`src/rtl/lqmm_pkg.sv`:
```
// Shared types and constants for the linear queue with min/max and search.
`timescale 1ns / 1ps
package lqmm_pkg;

  localparam int DEPTH_DEF = 8;
  localparam int DATA_W    = 8;
  localparam int FOUND_W   = 3;

  typedef enum logic [1:0] {
    REQ_ENQ    = 2'd0,
    REQ_DEQ    = 2'd1,
    REQ_MINMAX = 2'd2,
    REQ_SEARCH = 2'd3
  } req_e;

  typedef enum logic [1:0] {
    STAT_OK       = 2'd0,
    STAT_FULL     = 2'd1,
    STAT_EMPTY    = 2'd2,
    STAT_NOTFOUND = 2'd3
  } status_e;

  typedef enum logic [1:0] {
    S_IDLE,
    S_DEQ,
    S_SCAN
  } state_e;

  // Control from the sequencer to the shared compare unit.
  typedef struct packed {
    logic en;     // take the current entry into the running min/max
    logic first;  // current entry is the head entry
  } scan_ctl_t;

endpackage

```
`src/rtl/lqmm_if.sv`:
```
// Request and response channel interfaces.
`timescale 1ns / 1ps
interface lqmm_req_if;
  import lqmm_pkg::*;
  logic                     valid;
  logic                     ready;
  logic [1:0]               req_type;
  logic signed [DATA_W-1:0] data_in;

  modport source (output valid, output req_type, output data_in, input ready);
  modport sink   (input valid, input req_type, input data_in, output ready);
endinterface

interface lqmm_rsp_if;
  import lqmm_pkg::*;
  logic                     valid;
  logic                     ready;
  status_e                  status;
  logic signed [DATA_W-1:0] data_out;
  logic signed [DATA_W-1:0] min_value;
  logic signed [DATA_W-1:0] max_value;
  logic [FOUND_W-1:0]       found_index;

  modport source (output valid, output status, output data_out, output min_value,
                  output max_value, output found_index, input ready);
  modport sink   (input valid, input status, input data_out, input min_value,
                  input max_value, input found_index, output ready);
endinterface

```
`src/rtl/linear_queue_min_max_search.sv`:
```
// Top level of the linear queue with min/max query and search.
`timescale 1ns / 1ps
// Linear (non-circular) queue of DEPTH signed bytes, one response per
// request. Enqueue writes after the tail and answers "full" once the tail
// sits on the last slot, even if slots ahead of the head are free; dequeue
// hands out the head item, and taking the last item returns the queue to
// its empty reset position. Min/max walks the live entries head..tail with
// signed compares; search gives the storage index (low 3 bits) of the
// first live match, or "not found". Any request but enqueue on an empty
// queue answers "empty" with all data fields zero; unused fields are zero.
// Enqueue and every "empty"/"full" answer go straight into the response
// register; dequeue reads the head slot, then hands it out; min/max walks
// all live entries and search stops at the first match (or at the tail).
// Reads use the single registered read port of the slot array, walked one
// entry a cycle through one shared compare unit; one request is in flight
// at a time. The response sits in an output register; a new request is
// taken only when that register is empty or its response leaves in the
// same cycle, so a response held by the sink stalls the request side. No
// clearing pass after reset: read data is used only from written slots.
module linear_queue_min_max_search #(
  parameter int DEPTH = lqmm_pkg::DEPTH_DEF
) (
  input  logic       clk_i,
  input  logic       rst_ni,
  lqmm_req_if.sink   req_i,
  lqmm_rsp_if.source rsp_o
);
  import lqmm_pkg::*;

  localparam int IW = $clog2(DEPTH);

  logic                     mem_we;
  logic [IW-1:0]            mem_waddr;
  logic signed [DATA_W-1:0] mem_wdata;
  logic                     mem_re;
  logic [IW-1:0]            mem_raddr;
  logic signed [DATA_W-1:0] mem_rdata;
  scan_ctl_t                scan_ctl;
  logic signed [DATA_W-1:0] scan_target;
  logic signed [DATA_W-1:0] scan_lo;
  logic signed [DATA_W-1:0] scan_hi;
  logic                     scan_match;

  // slot array, one entry written and one read per cycle
  lqmm_mem #(.DEPTH(DEPTH)) u_mem (
    .clk_i   (clk_i),
    .we_i    (mem_we),
    .waddr_i (mem_waddr),
    .wdata_i (mem_wdata),
    .re_i    (mem_re),
    .raddr_i (mem_raddr),
    .rdata_o (mem_rdata)
  );

  // shared compare unit: fed the registered read data each scan cycle
  lqmm_scan u_scan (
    .clk_i    (clk_i),
    .ctl_i    (scan_ctl),
    .data_i   (mem_rdata),
    .target_i (scan_target),
    .lo_o     (scan_lo),
    .hi_o     (scan_hi),
    .match_o  (scan_match)
  );

  // sequencer, pointers and response register
  lqmm_ctrl #(.DEPTH(DEPTH)) u_ctrl (
    .clk_i         (clk_i),
    .rst_ni        (rst_ni),
    .req_i         (req_i),
    .rsp_o         (rsp_o),
    .mem_we_o      (mem_we),
    .mem_waddr_o   (mem_waddr),
    .mem_wdata_o   (mem_wdata),
    .mem_re_o      (mem_re),
    .mem_raddr_o   (mem_raddr),
    .mem_rdata_i   (mem_rdata),
    .scan_ctl_o    (scan_ctl),
    .scan_target_o (scan_target),
    .scan_lo_i     (scan_lo),
    .scan_hi_i     (scan_hi),
    .scan_match_i  (scan_match)
  );

endmodule

```
`src/rtl/lqmm_mem.sv`:
```
// Slot storage: one write port, one read port with registered data.
`timescale 1ns / 1ps
module lqmm_mem #(
  parameter int DEPTH = lqmm_pkg::DEPTH_DEF
) (
  input  logic                              clk_i,
  input  logic                              we_i,
  input  logic [$clog2(DEPTH)-1:0]          waddr_i,
  input  logic signed [lqmm_pkg::DATA_W-1:0] wdata_i,
  input  logic                              re_i,
  input  logic [$clog2(DEPTH)-1:0]          raddr_i,
  output logic signed [lqmm_pkg::DATA_W-1:0] rdata_o
);
  import lqmm_pkg::*;

  logic signed [DATA_W-1:0] mem_q [DEPTH];
  logic signed [DATA_W-1:0] rdata_q;

  always_ff @(posedge clk_i) begin
    if (we_i) begin
      mem_q[waddr_i] <= wdata_i;
    end
  end

  always_ff @(posedge clk_i) begin
    if (re_i) begin
      rdata_q <= mem_q[raddr_i];
    end
  end

  assign rdata_o = rdata_q;

endmodule

```
`src/rtl/lqmm_scan.sv`:
```
// Shared compare unit: running signed min/max and equality match.
`timescale 1ns / 1ps
module lqmm_scan (
  input  logic                               clk_i,
  input  lqmm_pkg::scan_ctl_t                ctl_i,
  input  logic signed [lqmm_pkg::DATA_W-1:0] data_i,
  input  logic signed [lqmm_pkg::DATA_W-1:0] target_i,
  output logic signed [lqmm_pkg::DATA_W-1:0] lo_o,
  output logic signed [lqmm_pkg::DATA_W-1:0] hi_o,
  output logic                               match_o
);
  import lqmm_pkg::*;

  logic signed [DATA_W-1:0] lo_q, lo_d;
  logic signed [DATA_W-1:0] hi_q, hi_d;

  always_comb begin
    if (ctl_i.first) begin
      lo_d = data_i;
      hi_d = data_i;
    end else begin
      lo_d = (data_i < lo_q) ? data_i : lo_q;
      hi_d = (data_i > hi_q) ? data_i : hi_q;
    end
  end

  always_ff @(posedge clk_i) begin
    if (ctl_i.en) begin
      lo_q <= lo_d;
      hi_q <= hi_d;
    end
  end

  assign lo_o    = lo_d;
  assign hi_o    = hi_d;
  assign match_o = (data_i == target_i);

endmodule

```
`src/rtl/lqmm_ctrl.sv`:
```
// Sequencer: queue pointers, scan walk and the response register.
`timescale 1ns / 1ps
module lqmm_ctrl #(
  parameter int DEPTH = lqmm_pkg::DEPTH_DEF
) (
  input  logic                               clk_i,
  input  logic                               rst_ni,
  lqmm_req_if.sink                           req_i,
  lqmm_rsp_if.source                         rsp_o,
  output logic                               mem_we_o,
  output logic [$clog2(DEPTH)-1:0]           mem_waddr_o,
  output logic signed [lqmm_pkg::DATA_W-1:0] mem_wdata_o,
  output logic                               mem_re_o,
  output logic [$clog2(DEPTH)-1:0]           mem_raddr_o,
  input  logic signed [lqmm_pkg::DATA_W-1:0] mem_rdata_i,
  output lqmm_pkg::scan_ctl_t                scan_ctl_o,
  output logic signed [lqmm_pkg::DATA_W-1:0] scan_target_o,
  input  logic signed [lqmm_pkg::DATA_W-1:0] scan_lo_i,
  input  logic signed [lqmm_pkg::DATA_W-1:0] scan_hi_i,
  input  logic                               scan_match_i
);
  import lqmm_pkg::*;

  localparam int IW   = $clog2(DEPTH);
  localparam int FW   = (IW > FOUND_W) ? IW : FOUND_W;
  localparam logic [IW-1:0] LAST = IW'(DEPTH - 1);

  state_e                   state_q, state_d;
  logic [IW-1:0]            head_q, head_d;
  logic [IW-1:0]            tail_q, tail_d;
  logic                     empty_q, empty_d;
  logic [IW-1:0]            ptr_q, ptr_d;
  logic [IW-1:0]            cidx_q, cidx_d;
  req_e                     op_q, op_d;
  logic signed [DATA_W-1:0] target_q, target_d;

  logic                     out_vld_q, out_vld_d;
  status_e                  out_stat_q, out_stat_d;
  logic signed [DATA_W-1:0] out_data_q, out_data_d;
  logic signed [DATA_W-1:0] out_min_q, out_min_d;
  logic signed [DATA_W-1:0] out_max_q, out_max_d;
  logic [FOUND_W-1:0]       out_fidx_q, out_fidx_d;

  logic       out_free;
  logic       acc;
  logic       finish;
  req_e       req;
  logic [FW-1:0] cidx_wide;

  assign out_free  = !out_vld_q || rsp_o.ready;
  assign req_i.ready = (state_q == S_IDLE) && out_free;
  assign acc       = req_i.valid && req_i.ready;
  assign req       = req_e'(req_i.req_type);
  assign finish    = (cidx_q == tail_q) || ((op_q == REQ_SEARCH) && scan_match_i);
  assign cidx_wide = FW'(cidx_q);

  // next state
  always_comb begin
    state_d = state_q;
    case (state_q)
      S_IDLE: begin
        if (acc && !empty_q) begin
          if (req == REQ_DEQ) begin
            state_d = S_DEQ;
          end else if (req != REQ_ENQ) begin
            state_d = S_SCAN;
          end
        end
      end
      S_DEQ: begin
        if (out_free) state_d = S_IDLE;
      end
      S_SCAN: begin
        if (finish && out_free) state_d = S_IDLE;
      end
      default: state_d = S_IDLE;
    endcase
  end

  // datapath and outputs
  always_comb begin
    head_d     = head_q;
    tail_d     = tail_q;
    empty_d    = empty_q;
    ptr_d      = ptr_q;
    cidx_d     = cidx_q;
    op_d       = op_q;
    target_d   = target_q;
    out_vld_d  = out_vld_q && !rsp_o.ready;
    out_stat_d = out_stat_q;
    out_data_d = out_data_q;
    out_min_d  = out_min_q;
    out_max_d  = out_max_q;
    out_fidx_d = out_fidx_q;
    mem_we_o    = 1'b0;
    mem_waddr_o = tail_q;
    mem_wdata_o = req_i.data_in;
    mem_re_o    = 1'b0;
    mem_raddr_o = head_q;
    scan_ctl_o  = '{en: 1'b0, first: (cidx_q == head_q)};

    case (state_q)
      S_IDLE: begin
        mem_re_o = 1'b1;
        if (acc) begin
          op_d     = req;
          target_d = req_i.data_in;
          cidx_d   = head_q;
          ptr_d    = head_q + IW'(1);
          if (req == REQ_ENQ || empty_q) begin
            // answered at once
            out_vld_d  = 1'b1;
            out_stat_d = STAT_OK;
            out_data_d = '0;
            out_min_d  = '0;
            out_max_d  = '0;
            out_fidx_d = '0;
            if (req != REQ_ENQ) begin
              out_stat_d = STAT_EMPTY;
            end else if (empty_q) begin
              head_d      = '0;
              tail_d      = '0;
              empty_d     = 1'b0;
              mem_we_o    = 1'b1;
              mem_waddr_o = '0;
            end else if (tail_q == LAST) begin
              out_stat_d = STAT_FULL;
            end else begin
              tail_d      = tail_q + IW'(1);
              mem_we_o    = 1'b1;
              mem_waddr_o = tail_q + IW'(1);
            end
          end else if (req == REQ_DEQ) begin
            // head entry is read at this edge, handed out from S_DEQ once the response register is free
            if (head_q == tail_q) begin
              head_d  = '0;
              tail_d  = '0;
              empty_d = 1'b1;
            end else begin
              head_d = head_q + IW'(1);
            end
          end
        end
      end
      S_DEQ: begin
        if (out_free) begin
          out_vld_d  = 1'b1;
          out_stat_d = STAT_OK;
          out_data_d = mem_rdata_i;
          out_min_d  = '0;
          out_max_d  = '0;
          out_fidx_d = '0;
        end
      end
      S_SCAN: begin
        mem_raddr_o = ptr_q;
        if (!finish) begin
          mem_re_o      = 1'b1;
          scan_ctl_o.en = 1'b1;
          cidx_d        = ptr_q;
          ptr_d         = ptr_q + IW'(1);
        end else if (out_free) begin
          out_vld_d  = 1'b1;
          out_stat_d = STAT_OK;
          out_data_d = '0;
          out_min_d  = '0;
          out_max_d  = '0;
          out_fidx_d = '0;
          if (op_q == REQ_MINMAX) begin
            out_min_d = scan_lo_i;
            out_max_d = scan_hi_i;
          end else if (scan_match_i) begin
            out_fidx_d = cidx_wide[FOUND_W-1:0];
          end else begin
            out_stat_d = STAT_NOTFOUND;
          end
        end
      end
      default: ;
    endcase
  end

  always_ff @(posedge clk_i or negedge rst_ni) begin
    if (!rst_ni) begin
      state_q   <= S_IDLE;
      head_q    <= '0;
      tail_q    <= '0;
      empty_q   <= 1'b1;
      out_vld_q <= 1'b0;
    end else begin
      state_q   <= state_d;
      head_q    <= head_d;
      tail_q    <= tail_d;
      empty_q   <= empty_d;
      out_vld_q <= out_vld_d;
    end
  end

  always_ff @(posedge clk_i) begin
    ptr_q      <= ptr_d;
    cidx_q     <= cidx_d;
    op_q       <= op_d;
    target_q   <= target_d;
    out_stat_q <= out_stat_d;
    out_data_q <= out_data_d;
    out_min_q  <= out_min_d;
    out_max_q  <= out_max_d;
    out_fidx_q <= out_fidx_d;
  end

  assign scan_target_o     = target_q;
  assign rsp_o.valid       = out_vld_q;
  assign rsp_o.status      = out_stat_q;
  assign rsp_o.data_out    = out_data_q;
  assign rsp_o.min_value   = out_min_q;
  assign rsp_o.max_value   = out_max_q;
  assign rsp_o.found_index = out_fidx_q;

endmodule

```
`src/flat_wrapper.sv`:
```
// flat-port wrapper written by rule: the top's interface ports become plain ports
module linear_queue_min_max_search_flat import lqmm_pkg::*;
#(
  parameter int DEPTH = lqmm_pkg::DEPTH_DEF
)
  (clk_i, rst_ni, req_i_valid, req_i_req_type, req_i_data_in, req_i_ready, rsp_o_valid, rsp_o_status, rsp_o_data_out, rsp_o_min_value, rsp_o_max_value, rsp_o_found_index, rsp_o_ready);
  lqmm_req_if req_i_i ();
  lqmm_rsp_if rsp_o_i ();
  input  logic clk_i;
  input  logic rst_ni;
  input wire logic [$bits(req_i_i.valid)-1:0] req_i_valid;
  input wire logic [$bits(req_i_i.req_type)-1:0] req_i_req_type;
  input wire logic [$bits(req_i_i.data_in)-1:0] req_i_data_in;
  output wire logic [$bits(req_i_i.ready)-1:0] req_i_ready;
  output wire logic [$bits(rsp_o_i.valid)-1:0] rsp_o_valid;
  output wire logic [$bits(rsp_o_i.status)-1:0] rsp_o_status;
  output wire logic [$bits(rsp_o_i.data_out)-1:0] rsp_o_data_out;
  output wire logic [$bits(rsp_o_i.min_value)-1:0] rsp_o_min_value;
  output wire logic [$bits(rsp_o_i.max_value)-1:0] rsp_o_max_value;
  output wire logic [$bits(rsp_o_i.found_index)-1:0] rsp_o_found_index;
  input wire logic [$bits(rsp_o_i.ready)-1:0] rsp_o_ready;
  assign req_i_i.valid = req_i_valid;
  assign req_i_i.req_type = req_i_req_type;
  assign req_i_i.data_in = req_i_data_in;
  assign req_i_ready = req_i_i.ready;
  assign rsp_o_valid = rsp_o_i.valid;
  assign rsp_o_status = rsp_o_i.status;
  assign rsp_o_data_out = rsp_o_i.data_out;
  assign rsp_o_min_value = rsp_o_i.min_value;
  assign rsp_o_max_value = rsp_o_i.max_value;
  assign rsp_o_found_index = rsp_o_i.found_index;
  assign rsp_o_i.ready = rsp_o_ready;
  linear_queue_min_max_search #(.DEPTH(DEPTH)) u_core (.clk_i(clk_i), .rst_ni(rst_ni), .req_i(req_i_i), .rsp_o(rsp_o_i));
endmodule
```
`config.mk`:
```
export PLATFORM = sky130hd
export DESIGN_NAME = linear_queue_min_max_search_flat
export DESIGN_NICKNAME = d
export VERILOG_FILES = /design/src/rtl/lqmm_pkg.sv /design/src/rtl/lqmm_if.sv /design/src/rtl/linear_queue_min_max_search.sv /design/src/rtl/lqmm_mem.sv /design/src/rtl/lqmm_scan.sv /design/src/rtl/lqmm_ctrl.sv /design/src/flat_wrapper.sv
export SDC_FILE = /design/constraint.sdc
export NUM_CORES = 1
export LEC_CHECK = 0
export BUFFER_PORTS_ARGS = -buffer_cell sky130_fd_sc_hd__buf_4
export CORE_MARGIN = 10
export CORE_UTILIZATION = 55
export CTS_CLUSTER_DIAMETER = 40
export CTS_CLUSTER_SIZE = 40
export DETAILED_ROUTE_END_ITERATION = 16
export GPL_TIMING_DRIVEN = 0
export HOLD_SLACK_MARGIN = 0.12
export PLACE_DENSITY = 0.76
export SLEW_MARGIN = 10
export SYNTH_ARGS = -nofsm -noshare
export SYNTH_HDL_FRONTEND = slang
export SYNTH_SLANG_ARGS = --single-unit
```
`constraint.sdc`:
```
create_clock -name clk_i -period 4 [get_ports clk_i]
set_input_delay 0 -clock clk_i [delete_from_list [all_inputs] [get_ports clk_i]]
set_output_delay 0 -clock clk_i [all_outputs]
set_load 0.02 [all_outputs]
```
==> metrics.csv, run 1 <==
stage;metric;value;unit
timing;setup violators final;0;
final_layout;Final Util;66.63;%
clock_network;CTS tree;yes;
timing;Final Hold Viols;0;
logic_synthesis;Yosys reg bits;143;
setup_path;Crit. End Element;flop;
setup_path;CP required;4.12;ns
logic_synthesis;fraction of registers with async set/reset;6.993;%
hold_path;worst hold path class;primary input to flop;
timing;Max Freq;338.9;MHz
clock_network;Inserted Clock Buffers;17;
final_layout;Area Growth Syn to Fin;19.56;%
clock_network;Clock Tree Buf Depth;2;
power_and_ir_drop;Power Total;7.318;mW
route;final wirelength;13.99;mm
route;drt pass-1 iters;5;
global_route;Tot GR Track Use;17.30;%
clock_network;clock root buffer;clkbuf_16;
power_and_ir_drop;sw frac;37.30;%
power_and_ir_drop;Logic pwr share;43.2;%
final_layout;fillers;860;
hold_path;WHS Path Cells;2;
final_layout;# diodes;0;
logic_synthesis;ranking of synthesized cells by area;edfxtp_1, nand2_1, ha_1, dfrtp_1, nand3_1;
route;drt drc;0;
flow_run;max cap viols;0;
clock_network;post-CTS setup buffer count;0;
hold_path;end of the worst hold path;u_core.u_ctrl.op_q[1];
floorplan;Die Footprint;16920;µm²
route;Iter 0 DRT Violations;346;
final_layout;Final Cell Area;7970;µm²
power_and_ir_drop;Peak supply drop;0.3546;mV
global_route;vias in the first global route;4414;
floorplan;initial core utilization;55.73;%
logic_synthesis;mean post-synth cell area;12.37;µm²
floorplan;# IOs;45;
timing;worst-margin pin slew;0.7543;ns
setup_path;R2R Path End;u_core.u_ctrl.rsp_o.max_value[3];
final_layout;Layout Nets;655;
timing;TNS Setup;0;ns
route;antenna-violating nets left;0;
power_and_ir_drop;clock power share;21.5;%
route;Avg WL per Cell;17.96;µm
power_and_ir_drop;NetSw;2.730;mW
logic_synthesis;EDFF count, synth;133;
logic_synthesis;post-synth cell types;60;
floorplan;Rows;40;
setup_path;Worst Path Arrival;3.07;ns
clock_network;CTS Sinks;143;
power_and_ir_drop;Leakage;3.069;nW
clock_network;Hold Buf Count CTS;15;
global_route;initial antenna violation count;0;
clock_network;CTS resizes;0;
logic_synthesis;post-synthesis sequential area ratio;63.68;%
clock_network;H-Tree Depth;4;
place;GP Congestion;0.8656;
global_route;Overflow after GRT;0;
logic_synthesis;mapped cell area;6666;µm²
outcome;status;finished, final reports clean;
timing;Final min period;2.950;ns
logic_synthesis;Synth Net Count;575;
setup_path;r2r startpoint;u_core.u_mem.rdata_o[2];
setup_path;CP Class;flop to flop;
floorplan;CORE AREA;11960;µm²
timing;Final Max Slew Viols;0;
logic_synthesis;cell accounting for the most synthesized area;edfxtp_1;
timing;RSZ-0062 raised after global routing;no;
final_layout;layout cell share with drive strength beyond 1;17.56;%
timing;Final period util;73.76;%
global_route;first-pass GRT wire length;22.73;mm
logic_synthesis;top-count cell post-synth;edfxtp_1;
route;Via-to-Cell Ratio;5.616;
logic_synthesis;area share of the largest cell type after synthesis;59.91;%
logic_synthesis;ys flop type;edfxtp_1;
setup_path;R2R depth;7;
timing;Slew HR;49.53;%
floorplan;Die Wd;130.1;µm
logic_synthesis;most instantiated cells after synthesis;edfxtp_1, nand2_1, nand3_1;
timing;Clock Skew;0.007139;ns
setup_path;crit-path max FO;19;
setup_path;r2r setup slk;1.05;ns
logic_synthesis;Yosys Warn Count;0;
place;Detailed Place HPWL;9.790;mm
route;Vias;4375;
place;Cell Area, Placed;7224;µm²
clock_network;worst skew pair latency;0.42;ns
power_and_ir_drop;power per standard cell area;918.1;nW/µm²
logic_synthesis;Syn Inst Count;539;
power_and_ir_drop;register share of total power;35.3;%
place;I/O Buffers;44;
global_route;largest net degree at the start of global routing;20;
floorplan;height of the die;130.1;µm
power_and_ir_drop;Internal;4.588;mW
setup_path;Critical Path Source Type;flop;
hold_path;Hold Crit Start;req_i_req_type[1];
clock_network;Reg clk slew, reported paths;0.06;ns
[final cells by class]
class / instances / area (µm²) / share of cell area (%)
clock inverter: 14 / 166.4 / 2.088
inverter: 27 / 101.3 / 1.272
sequential: 143 / 4245 / 53.27
timing repair buffer: 61 / 506.7 / 6.358
buffer: 21 / 101.3 / 1.272
clock buffer: 18 / 429.2 / 5.385
multi-input combinational: 348 / 2236 / 28.05
tap: 147 / 183.9 / 2.308
[through the flow]
stage                     instances  setup slack [ns]  hold WS, ns
after floorplan                 539            0.9663      -0.2956
after global placement          730            0.3283      -0.1629
after detailed placement        732             1.101      -0.1584
after CTS                       779             1.066       0.3713
after global routing            779            0.8461       0.3850
final                           779             1.050       0.3878
[worst max path at each step]
| stage | start | end | depth (start not counted) |
|---|---|---|---|
| after floorplan | u_core.u_mem.rdata_o[2] | u_core.u_ctrl.rsp_o.data_out[0] | 6 |
| after global placement | u_core.u_mem.rdata_o[2] | u_core.u_ctrl.rsp_o.max_value[2] | 6 |
| after detailed placement | u_core.u_mem.rdata_o[2] | u_core.u_ctrl.rsp_o.max_value[2] | 7 |
| after CTS | u_core.u_mem.rdata_o[2] | u_core.u_ctrl.rsp_o.max_value[0] | 7 |
| after global routing | u_core.u_ctrl.state_q[1] | u_core.u_mem.mem_q[2][2] | 7 |
| final | u_core.u_mem.rdata_o[2] | u_core.u_ctrl.rsp_o.max_value[3] | 7 |
[flip-flops by register name, indices dropped and copies added, names as in the netlist, 8 cells and up]
signal,count
u_core.u_scan.lo_q,8
u_core.u_ctrl.scan_target_o,8
u_core.u_scan.hi_q,8
u_core.u_ctrl.rsp_o.data_out,8
u_core.u_mem.rdata_o,8
u_core.u_ctrl.rsp_o.min_value,8
u_core.u_mem.mem_q,64
u_core.u_ctrl.rsp_o.max_value,8
[layout by cell type (no fill, tap or decap), types with 10 or more instances in the layout]
cell type      synthesis  routed
edfxtp_1             133     133
xnor2_1               13      13
nand2_1              107     107
clkbuf_1              13      14
dlygate4sd3_1          0      15
nor2_1                20      20
inv_1                 25      25
buf_4                  0      44
mux2_2                15      15
ha_1                  22      22
nand3_1               43      43
mux2i_1               10      10
o21ai_0               19      19
and2_1                19      19
clkbuf_16              0      17
[logic make-up after synthesis]
family	count (synthesis)	share of synthesized area [%]
simple gates	214	14.75
fa+ha+maj	22	4.129
buf+inv	48	3.040
flops	143	63.68
compound gates	63	6.982
xor+xnor	21	2.759
mux	28	4.655
[per-layer routing]
layer,wire [µm],GRT usage [%],vias up
li1,-,-,2108
met1,5849,20.87,2095
met2,7028,29.05,150
met3,878,4.260,22
met4,238,7.143,0
met5,0,0,-
[critical path: stages (launching register included)]
cell and delay (ns):
edfxtp_1 0.54, xnor2_1 0.21, nand4_1 0.18, nor2_1 0.28
a41oi_1 0.19, a221oi_1 0.38, nor3b_4 0.60, buf_8 0.26
[power by group through the flow]
stage          clock network [mW]  logic [mW]  registers, mW
2_1_floorplan                   0        2.05           2.72
3_3_place_gp                    0        2.97           2.61
3_5_place_dp                    0        3.13           2.61
4_1_cts                      1.60        3.17           2.58
5_1_grt                      1.68        3.46           2.63
6_report                     1.57        3.16           2.58
Note: power is estimated with default switching activity, not from simulation.
==> run 2, diff against run 1 <==
==> constraint.sdc (replaced) <==
create_clock -name clk_i -period 2.52 [get_ports clk_i]
set_input_delay 0 -clock clk_i [delete_from_list [all_inputs] [get_ports clk_i]]
set_output_delay 0 -clock clk_i [all_outputs]
set_load 0.02 [all_outputs]
==> run 2 against run 1 <==
  * The run now ends with negative setup slack left
  * Clock power grew 57%
  * Critical path depth unchanged
  * Core utilization increased by 3.1 points
  * Largest power group unchanged
  * Sequential power up 58%
  * Combinational power is 86% higher
  * Cell count is 3.1% higher
  * Die area is the same
  * Design area is 4.6% higher
  * Worst hold slack got worse by 0.0079 ns
==> metrics.csv, run 2 (synthesized netlist as in run 1, its figures left out) <==
stage;metric;value;unit
outcome;status;finished with violations;
outcome;failing checks;negative setup slack;
clock_network;CTS Sinks;143;
power_and_ir_drop;Peak supply drop;0.5877;mV
floorplan;Die Wd;130.1;µm
hold_path;Hold Crit Start;req_i_data_in[0];
timing;Max Freq;392.9;MHz
route;Avg WL per Cell;18.41;µm
final_layout;most common cell after layout, fill and taps aside;edfxtp_1;
global_route;largest net degree at the start of global routing;19;
global_route;Tot GR Track Use;17.60;%
clock_network;Reg clk slew, reported paths;0.06;ns
setup_path;CP required;2.69;ns
final_layout;max reg flops;64;
hold_path;worst hold path class;primary input to flop;
timing;setup violators final;1;
place;pre-CTS setup slack;-0.6967;ns
timing;Final period util;101.0;%
clock_network;worst skew pair latency;0.42;ns
floorplan;Rows;40;
timing;Final Max Slew Viols;0;
timing;setup ws final;-0.02500;ns
final_layout;Layout Nets;681;
route;final wirelength;14.78;mm
flow_run;max cap viols;0;
clock_network;CTS tree;yes;
place;GP Congestion;0.8677;
setup_path;Crit. End Element;flop;
timing;TNS Setup;-0.02500;ns
timing;Clock Skew;0.008439;ns
global_route;vias in the first global route;4524;
power_and_ir_drop;Power Total;12.42;mW
setup_path;Worst Path Arrival;2.72;ns
setup_path;R2R Path End;u_core.u_ctrl.rsp_o.max_value[1];
timing;worst-margin pin slew;0.8859;ns
setup_path;CP Class;flop to flop;
floorplan;initial core utilization;55.73;%
final_layout;layout cell share with drive strength beyond 1;24.39;%
floorplan;height of the die;130.1;µm
place;I/O Buffers;44;
route;Via-to-Cell Ratio;5.694;
final_layout;most frequent cells in the layout;edfxtp_1, nand2_1, buf_4, nand3_1, inv_1;
place;Detailed Place HPWL;9.612;mm
timing;Slew HR;40.81;%
floorplan;CORE AREA;11960;µm²
global_route;first-pass GRT wire length;23.00;mm
final_layout;Final Cell Area;8335;µm²
route;antenna-violating nets left;0;
clock_network;Inserted Clock Buffers;17;
hold_path;end of the worst hold path;u_core.u_mem.mem_q[4][0];
global_route;Overflow after GRT;0;
power_and_ir_drop;power per standard cell area;1490;nW/µm²
setup_path;r2r startpoint;u_core.u_mem.rdata_o[7];
power_and_ir_drop;Leakage;3.227;nW
clock_network;clock root buffer;clkbuf_16;
floorplan;# IOs;45;
setup_path;Critical Path Source Type;flop;
final_layout;# diodes;0;
timing;Final min period;2.545;ns
setup_path;crit-path max FO;6;
final_layout;Top reg by flops;u_core.u_mem.mem_q;
route;Iter 0 DRT Violations;562;
clock_network;H-Tree Depth;4;
place;dpl cells;730;
setup_path;R2R depth;7;
route;drt pass-1 iters;8;
route;drt drc;0;
final_layout;non-filler cells, final;803;
global_route;initial antenna violation count;0;
final_layout;Area Growth Syn to Fin;25.04;%
route;Vias;4572;
clock_network;Clock Tree Buf Depth;2;
place;Cell Area, Placed;7214;µm²
floorplan;Die Footprint;16920;µm²
hold_path;WHS Path Cells;2;
setup_path;r2r setup slk;-0.02;ns
timing;Final Hold Viols;0;
## run 2: how the worst max path moves through the flow
stage / cells after the start / endpoint / from / slack (ns)
3_3_place_gp: 6 / u_core.u_ctrl.rsp_o.max_value[2] / u_core.u_mem.rdata_o[7] / -0.54
5_1_grt: 7 / u_core.u_ctrl.rsp_o.max_value[1] / u_core.u_mem.rdata_o[7] / -0.04
2_1_floorplan: 6 / u_core.u_ctrl.rsp_o.data_out[0] / u_core.u_mem.rdata_o[1] / -0.05
3_5_place_dp: 6 / u_core.u_ctrl.rsp_o.max_value[6] / u_core.u_mem.rdata_o[2] / -0.70
6_report: 7 / u_core.u_ctrl.rsp_o.max_value[1] / u_core.u_mem.rdata_o[7] / -0.02
4_1_cts: 7 / u_core.u_ctrl.rsp_o.found_index[0] / u_core.u_mem.rdata_o[2] / -0.07
## run 2: repair_timing
action,in CTS,in global routing
buffers inserted,9,18
gates resized for setup,19,22
hold endpoints to repair,91,0
gates cloned,1,0
pin swaps,2,9
hold buffers,15,0
setup endpoints to repair,131,114
## run 2: layout make-up
type	instances	area [µm²]
sequential	143	4245
clock inverter	11	143.9
clock buffer	19	432.9
buffer	21	110.1
tap	147	183.9
inverter	27	101.3
multi-input combinational	349	2410
fill	776	3626
timing repair buffer	86	708.2
## run 2: per-layer routing
| metal | track usage, % | share of wire, % |
|---|---|---|
| met5 | 0 | 0 |
| met4 | 8.135 | 1.9 |
| met3 | 4.422 | 6.0 |
| met2 | 30.33 | 51 |
| met1 | 20.18 | 41 |
## run 2: stage by stage
step,hold WS (ns),util [%]
after floorplan,-0.2956,-
after global placement,-0.1635,60.31
after detailed placement,-0.1599,60.31
after CTS,0.3645,67.97
after global routing,0.3859,69.69
final,0.3799,69.69
## run 2: critical path, stage by stage (launching register included)
cell and delay, ns:
edfxtp_1 0.52, ha_1 0.41, nand4_1 0.17, o31ai_1 0.44, o21ai_2 0.12, buf_4 0.17
mux2_1 0.32, and2_1 0.14
## run 2: report_power, final
part	total, mW	internal (mW)	switching (mW)
clock	2.47	1.54	0.929
combinational	5.87	2.62	3.25
sequential	4.08	3.63	0.448
total	12.4	7.79	4.62
